$ cat src/design/tcw_pkg.sv
// Package for the text console writer: geometry, character codes, command codes
// and the control/status structs between controller and datapath.
// No dependencies.
`default_nettype none

package tcw_pkg;

   // Screen geometry
   localparam int COLUMNS = 80;
   localparam int ROWS    = 25;
   localparam int CELLS   = COLUMNS * ROWS;

   // Widths: ports are fixed; the store address follows the geometry
   localparam int CMD_W  = 2;
   localparam int CHAR_W = 8;
   localparam int IDX_W  = 11;
   localparam int ROW_W  = 5;
   localparam int COL_W  = 7;
   localparam int CELL_W = 2 * CHAR_W;
   localparam int ADDR_W = $clog2(CELLS);

   localparam logic [CHAR_W-1:0] SPACE_CODE   = 8'd32;
   localparam logic [CHAR_W-1:0] NEWLINE_CODE = 8'd10;
   localparam logic [CHAR_W-1:0] RESET_COLOR  = 8'd15;

   typedef enum logic [CMD_W-1:0] {
      CMD_PUT   = 2'd0,
      CMD_CLEAR = 2'd1,
      CMD_READ  = 2'd2
   } cmd_type;

   typedef enum logic [2:0] {
      MEM_NONE,
      MEM_INIT,   // write space, reset colour at counter
      MEM_FILL,   // write space, current colour at counter
      MEM_COPY,   // read at counter, write lands one row up next cycle
      MEM_CHAR,   // write character at cursor
      MEM_READ    // read requested cell
   } mem_op_type;

   typedef enum logic [2:0] {
      CNT_HOLD,
      CNT_ZERO,
      CNT_ROWSTART,
      CNT_LASTROW,
      CNT_INC
   } cnt_op_type;

   typedef enum logic [1:0] {
      CUR_HOLD,
      CUR_NEWLINE,
      CUR_ADV
   } cur_op_type;

   typedef struct packed {
      logic       load_item;
      cnt_op_type cnt_op;
      mem_op_type mem_op;
      cur_op_type cur_op;
      logic       rsp_load;
   } ctl_cmd_type;

   typedef struct packed {
      logic [CMD_W-1:0] cmd;
      logic             is_newline;
      logic             col_full;
      logic             row_last;
      logic             cnt_last;
      logic             out_free;
   } dp_status_type;

endpackage

`default_nettype wire

$ cat src/design/tcw_ctrl.sv
// Controller state machine for the text console writer.
// Depends on tcw_pkg; drives tcw_datapath through ctl_cmd_type.
`default_nettype none

module tcw_ctrl (
   input  wire logic                   clock,
   input  wire logic                   reset,
   input  wire logic                   req_valid,
   output logic                        req_stall,
   input  wire tcw_pkg::dp_status_type status,
   output tcw_pkg::ctl_cmd_type        cmd
);
   import tcw_pkg::*;

   typedef enum logic [2:0] {
      S_INIT,
      S_IDLE,
      S_DECODE,
      S_COPY,
      S_DRAIN,
      S_FILL,
      S_WRITE,
      S_RESP
   } state_type;

   state_type state_ff, state_in;

   always_comb begin
      state_in      = state_ff;
      cmd.load_item = 1'b0;
      cmd.cnt_op    = CNT_HOLD;
      cmd.mem_op    = MEM_NONE;
      cmd.cur_op    = CUR_HOLD;
      cmd.rsp_load  = 1'b0;
      unique case (state_ff)
         S_INIT: begin
            cmd.mem_op = MEM_INIT;
            cmd.cnt_op = CNT_INC;
            if (status.cnt_last) state_in = S_IDLE;
         end
         S_IDLE: begin
            if (req_valid) begin
               cmd.load_item = 1'b1;
               state_in      = S_DECODE;
            end
         end
         S_DECODE: begin
            priority case (status.cmd)
               CMD_PUT: begin
                  if (status.is_newline || status.col_full) begin
                     cmd.cur_op = CUR_NEWLINE;
                     if (status.row_last) begin
                        cmd.cnt_op = CNT_ROWSTART;
                        state_in   = S_COPY;
                     end else if (status.is_newline) begin
                        state_in = S_RESP;
                     end else begin
                        state_in = S_WRITE;
                     end
                  end else begin
                     state_in = S_WRITE;
                  end
               end
               CMD_CLEAR: begin
                  cmd.cnt_op = CNT_ZERO;
                  state_in   = S_FILL;
               end
               CMD_READ: begin
                  cmd.mem_op = MEM_READ;
                  state_in   = S_RESP;
               end
               default: state_in = S_RESP;
            endcase
         end
         S_COPY: begin
            cmd.mem_op = MEM_COPY;
            cmd.cnt_op = CNT_INC;
            if (status.cnt_last) state_in = S_DRAIN;
         end
         S_DRAIN: begin
            // last copy write lands here
            cmd.cnt_op = CNT_LASTROW;
            state_in   = S_FILL;
         end
         S_FILL: begin
            cmd.mem_op = MEM_FILL;
            cmd.cnt_op = CNT_INC;
            if (status.cnt_last) begin
               if (status.cmd == CMD_PUT && !status.is_newline) state_in = S_WRITE;
               else                                               state_in = S_RESP;
            end
         end
         S_WRITE: begin
            cmd.mem_op = MEM_CHAR;
            cmd.cur_op = CUR_ADV;
            state_in   = S_RESP;
         end
         S_RESP: begin
            if (status.out_free) begin
               cmd.rsp_load = 1'b1;
               state_in     = S_IDLE;
            end
         end
         default: state_in = S_IDLE;
      endcase
   end

   always_ff @(posedge clock) begin
      if (reset) state_ff <= S_INIT;
      else       state_ff <= state_in;
   end

   assign req_stall = (state_ff != S_IDLE);

   a_accept_then_busy: assert property (@(posedge clock) disable iff (reset)
      (req_valid && !req_stall) |=> req_stall)
      else $error("input taken while an item is still in flight");

   a_rsp_only_when_free: assert property (@(posedge clock) disable iff (reset)
      cmd.rsp_load |-> status.out_free)
      else $error("result loaded over an untaken word");

   a_busy_after_reset: assert property (@(posedge clock)
      $past(reset) && !reset |-> req_stall)
      else $error("input accepted during the clearing pass");

endmodule

`default_nettype wire

$ cat config.mk
export PLATFORM = sky130hd
export DESIGN_NAME = tcw_ctrl
export DESIGN_NICKNAME = d
export VERILOG_FILES = /design/src/design/tcw_pkg.sv /design/src/design/tcw_ctrl.sv
export SDC_FILE = /design/constraint.sdc
export NUM_CORES = 1
export LEC_CHECK = 0
export BUFFER_PORTS_ARGS = -buffer_cell sky130_fd_sc_hd__buf_2
export CAP_MARGIN = 40
export CORE_AREA = 4 4 41 43
export DETAILED_ROUTE_END_ITERATION = 10
export DIE_AREA = 0 0 45 47
export PLACE_DENSITY = 0.62
export SLEW_MARGIN = 15
export SYNTH_ARGS = -nofsm -noshare
export SYNTH_HDL_FRONTEND = slang
export SYNTH_SLANG_ARGS = --single-unit
export TNS_END_PERCENT = 50
$ cat constraint.sdc
create_clock -name clock -period 1.9 [get_ports clock]
set_clock_uncertainty 0.1 [all_clocks]
set_input_delay 0.285 -clock clock [delete_from_list [all_inputs] [get_ports clock]]
set_output_delay 0.285 -clock clock [all_outputs]
set_load 0.05 [all_outputs]
==> out/results.ini, run 1 <==
[drt]
routed.top_layer = met3
routed_wl_mm = 1.08
met1_length_um = 511
route.met3.wl_um = 95
via_count = 475
viasPerCell = 5.05
drtAntennaViolNets = 0
drtIter0Drc = 9
wl_met2_um = 477
firstDrtPassIters = 3
avgRoutedWirePerCell_um = 11.5
drc_errors = 0

[grt]
grt_max_degree = 19
grt-ovfl-total = 0
grt_pass1_wl_mm = 1.69
antenna_found_initial = 0
grt_pass1_vias = 430
grt_usage = 0.108

[worst_setup_path]
cp-endpoint = cmd[7]
cp_max_fo = 3
path_class = reg -> out
crit_path_start = state_ff[2]
r2r-end = state_ff[0]
crit_required_ns = 1.51
reg2reg_slack_ns = 0.40
rr_worst_depth = 4
cp-start-kind = flip-flop
cp.arrival_ns = 1.43
critPathMaxStageDelay_ns = 0.37
worstPathCellList = nand2b_1 > or3_1 > a21oi_2 > clkbuf_4
cp-end-kind = output pin
reg2reg_from = state_ff[2]
crit_path_top_delay_cell = or3_1

[clocking]
cts.reportedPaths.clkPinSlew_ns = 0.03
post_cts_buffers = 0
tritoncts = yes
cts_max_path_buffers = 2
cts_sinks = 3
insertion_delay_ns = 0.23
htree_levels = 1
root_buffer = clkbuf_4
cts_buffers = 3

[timing]
tns_ns = 0
fmaxAchievable_mhz = 552
worst_pin_slew_ns = 0.338
report.final.setup_viol = 0
hold_viol = 0
timing.hold.ws_ns = 0.157
post-route-period-util = 0.954
fin_crit_ns = 1.81
rsz0062_at_grt = false
slew_headroom = 0.774
final_max_slew_viol_count = 0

[cells_and_area]
largest-register = state_ff
diodes = 0
area_growth_pct = 37.7
largest_reg_flops = 3
fin_area_um2 = 531
top_regs = state_ff: 3 flops
drive_above_1_share = 0.367
nets = 90

[synth]
avgSynthCellArea_um2 = 6.88
netlist_area_um2 = 385
synth.most_common_cell = nor2_1
yosysTopAreaCell = dfxtp_1
synth_seq_cells = 3
ys_warn_count = 0
syn-num-nets = 66
synth.area.top_cells = dfxtp_1, a21oi_1, nor2_1, o21ai_0, nand2b_1
synthCells = 56
yosysUniqueCellTypes = 27
synth_edf_count = 0
synth-main-ff-cell = dfxtp_1
ys_top_cells_by_count = nor2_1, a21oi_1, o21ai_0
synth_top_area_frac = 0.156
synth_seq_area_share = 0.156
async_flop_share = 0

[die]
die_h_um = 47
initial_utilization = 0.296
core-area_um2 = 1300
rows = 13
fp.dieW_um = 45
io_pins = 21
die_area_um2 = 2120

[power_and_ir_drop]
total_power_w = 0.000679
cellLeakagePower_nw = 0.252
vdd_ir_drop_max_v = 0.000651
power.density_nw_per_um2 = 1280

[placed_design]
portBuffers = 20
gp_congestion = 0.820
dpl.hpwl_um = 853
dpl-instance-area_um2 = 502

[hold_path]
min-delay-path-class = in -> reg

[job]
maxCapViolations = 0

[run_status]
status = finished, final reports clean

-- worst min-delay path by stage --
stage	from	end	slack (ns)	cells after the start
after floorplan	reset	state_ff[0]	0.25	1
after global placement	reset	state_ff[0]	0.39	2
after detailed placement	reset	state_ff[0]	0.39	2
after CTS	reset	state_ff[0]	0.15	2
after global routing	reset	state_ff[0]	0.16	2
final	reset	state_ff[0]	0.16	2
-- area by class of cell --
class | count | area [um2]
inverter | 3 | 11.3
clock buffer | 4 | 26.3
timing repair buffer | 23 | 125
fill | 150 | 771
multi-input combinational | 46 | 289
tap | 15 | 18.8
sequential | 3 | 60.1
-- critical path: cells and delay by family, from the launching register on --
family	cells	cell delay (ns)
AOI/OAI and AO/OA	1	0.13
DFF	1	0.29
and+or+nand+nor	2	0.54
buffers and inverters	1	0.23
-- repair_timing --
action,CTS,global route
gates resized for setup,0,1
endpoints found under the setup margin,0,1
hold buffers,0,0
-- routing by layer --
metal	GRT usage	vias up
li1	-	254
met1	0.122	205
met2	0.186	16
met3	0.0421	0
met4	0.0351	0
met5	0	-
-- cells by family after synthesis --
family | synth area share
flip-flops | 0.156
AO/OA/AOI/OAI | 0.312
XOR/XNOR | 0.0227
buffers and inverters | 0.104
multiplexers | 0.0649
AND/OR/NAND/NOR | 0.341
-- stage by stage --
step           setup WS (ns)  instances  utilization
2_1_floorplan         -0.157         56            -
3_5_place_dp           0.124         90        0.386
5_1_grt               0.0164         94        0.408
6_report              0.0873         94        0.408
4_1_cts               0.0370         94        0.406
3_3_place_gp           0.156         90        0.386
-- layout by cell type (no fill, tap or decap), types with 2 or more instances in the layout --
master,count
a21oi_1,5
and3_1,2
buf_2,19
buf_4,3
clkbuf_4,4
dfxtp_1,3
inv_1,3
nand2_1,2
nand2b_1,3
nor2_1,8
nor3_1,3
o21ai_0,4
or3_1,3
-- power breakdown --
group          switching, W  total (W)  internal [W]
Combinational      0.000343   0.000485      0.000142
Clock             0.0000296   0.000108     0.0000784
Sequential       0.00000654  0.0000860     0.0000795
No activity file was read; power rests on OpenSTA's default activity.
==> run 2: changes to the inputs <==
ABC_AREA = 1   (was not set)
PLACE_DENSITY = not set   (was 0.62)
==> out/results.ini, run 2 <==
[timing]
final_max_slew_viol_count = 0
tns_ns = 0
post-route-period-util = 0.937
report.final.setup_viol = 0
fin_crit_ns = 1.78
rsz0062_at_grt = false
fmaxAchievable_mhz = 562
worst_pin_slew_ns = 0.251
slew_headroom = 0.834
hold_viol = 0

[drt]
met1_length_um = 463
via_count = 512
drtAntennaViolNets = 0
viasPerCell = 4.57
route.met3.wl_um = 89
drtIter0Drc = 9
routed_wl_um = 969
routed.top_layer = met3
drc_errors = 0
firstDrtPassIters = 4
avgRoutedWirePerCell_um = 8.65
wl_met2_um = 417

[grt]
grt_max_degree = 10
grt-ovfl-total = 0
grt_usage = 0.111
grt_pass1_wl_mm = 1.68
grt_pass1_vias = 429
antenna_found_initial = 0

[power_and_ir_drop]
power.density_nw_per_um2 = 1830
clkPwrFrac = 0.115
vdd_ir_drop_max_v = 0.000691
netSwitchingFraction = 0.634
p_sw_w = 0.000609
cellLeakagePower_nw = 0.314
intPower_w = 0.000351
p_comb_frac = 0.736
seqPwrFrac = 0.149
total_power_w = 0.000960

[clocking]
cts.reportedPaths.clkPinSlew_ns = 0.04
cts_buffers = 3
insertion_delay_ns = 0.23
hold_buffers = 0
post_cts_buffers = 0
cts_max_path_buffers = 2
cts_sinks = 3
root_buffer = clkbuf_4
htree_levels = 1
cts_resized = 0
tritoncts = yes

[die]
rows = 13
fp.dieW_um = 45
core-area_um2 = 1300
io_pins = 21
die_area_um2 = 2120
initial_utilization = 0.292
die_h_um = 47

[synth]
syn-num-nets = 84
synth_edf_count = 0
ys_top_cells_by_count = nand2_1, inv_1, nor2_1
synth.area.top_cells = nand2_1, dfxtp_1, nand3_1, inv_1, nor2_1
yosysUniqueCellTypes = 15
synth_seq_area_share = 0.158
async_flop_share = 0
ys_warn_count = 0
synth.most_common_cell = nand2_1
synth_seq_cells = 3
synth-main-ff-cell = dfxtp_1
netlist_area_um2 = 380
yosysTopAreaCell = nand2_1
synthCells = 74
avgSynthCellArea_um2 = 5.14
synth_top_area_frac = 0.207

[worst_setup_path]
path_class = reg -> out
cp-start-kind = flip-flop
crit_path_start = state_ff[1]
reg2reg_from = state_ff[1]
critPathBufInv = 2
crit_required_ns = 1.51
critPathMaxStageDelay_ns = 0.37
cp_max_fo = 7
crit_path_top_delay_cell = dfxtp_1
cp_top_family = buffers and inverters
worstPathCellList = inv_2 > nor2_2 > nand2_1 > o211ai_1 > buf_2
cp-end-kind = output pin
cp.arrival_ns = 1.40

[cells_and_area]
area_growth_pct = 38.2
largest_reg_flops = 3
diodes = 0
largest-register = state_ff
final_common_cell = nand2_1
drive_above_1_share = 0.361
final_cell_mix = nand2_1, buf_2, inv_1, nor2_1, nand3_1
finish.utilization = 0.404
nets = 108
top_regs = state_ff: 3 flops

[job]
maxCapViolations = 0

[hold_path]
hp-start = reset
min-delay-path-class = in -> reg

[placed_design]
dpl.hpwl_um = 805
portBuffers = 20
gp_congestion = 0.761

[run_status]
status = finished, final reports clean

## run 2: changes by cell type after synthesis, moves of 2 or more
cell,change
nand2b_1,-3
or3_1,-3
nor2_2,+4
and3_1,-2
nor3_1,-3
a21oi_1,-5
inv_1,+8
nor2_1,+3
nand3_1,+9
nand2_1,+19
inv_2,+2
## run 2: final timing paths
kind / end / slack, ns / cells past startpoint
max: cmd[3] / 0.12 / 5
min: state_ff[2] / 0.22 / 4
max reg2reg: state_ff[2] / 0.64 / 6
min reg2reg: state_ff[1] / 0.56 / 4
## run 2: layout make-up
class / count / area [um2]
fillers: 166 / 776
multi-input cells: 57 / 267
repair buffers: 20 / 103
flip-flops and latches: 3 / 62.6
inverters: 13 / 48.8
clock buffers: 4 / 26.3
well taps: 15 / 18.8
## run 2: power groups by stage
stage	clock (W)	combinational (W)	sequential, W
6_report	0.000110	0.000707	0.000143
5_1_grt	0.000127	0.000783	0.000148
4_1_cts	0.000115	0.000705	0.000137
3_5_place_dp	0	0.000704	0.000137
3_3_place_gp	0	0.000707	0.000137
2_1_floorplan	0	0.000599	0.000109
## run 2: logic make-up (layout without fill, tap and decap cells)
| logic type | after synthesis | after routing | synth area share |
|---|---|---|---|
| AND/OR/NAND/NOR | 49 | 49 | 0.589 |
| flip-flops | 3 | 3 | 0.158 |
| buffers and inverters | 14 | 37 | 0.141 |
| AO/OA/AOI/OAI | 8 | 8 | 0.112 |
## run 2: per-layer routing
layer / global-route usage / up-vias
met4: 0.0175 / 0
met2: 0.161 / 15
met5: 0 / -
met1: 0.148 / 220
met3: 0.0575 / 0
li1: - / 277
## run 2: worst register-to-register path, cell delays in order, from the launching register on
cell	delay, ns
dfxtp_1	0.37
inv_2	0.10
nor2_2	0.12
nand2_1	0.13
o21ai_0	0.22
nor2_1	0.06
nor2_1	0.09
## run 2: per-stage QoR
step	setup WS [ns]	instances	instance area (um2)	hold WS, ns
floorplan	-0.0107	74	380	0.349
global placement	0.356	108	494	0.456
detailed placement	0.364	108	494	0.464
CTS	0.110	112	520	0.222
global route	0.0194	112	526	0.251
finish	0.120	112	526	0.220
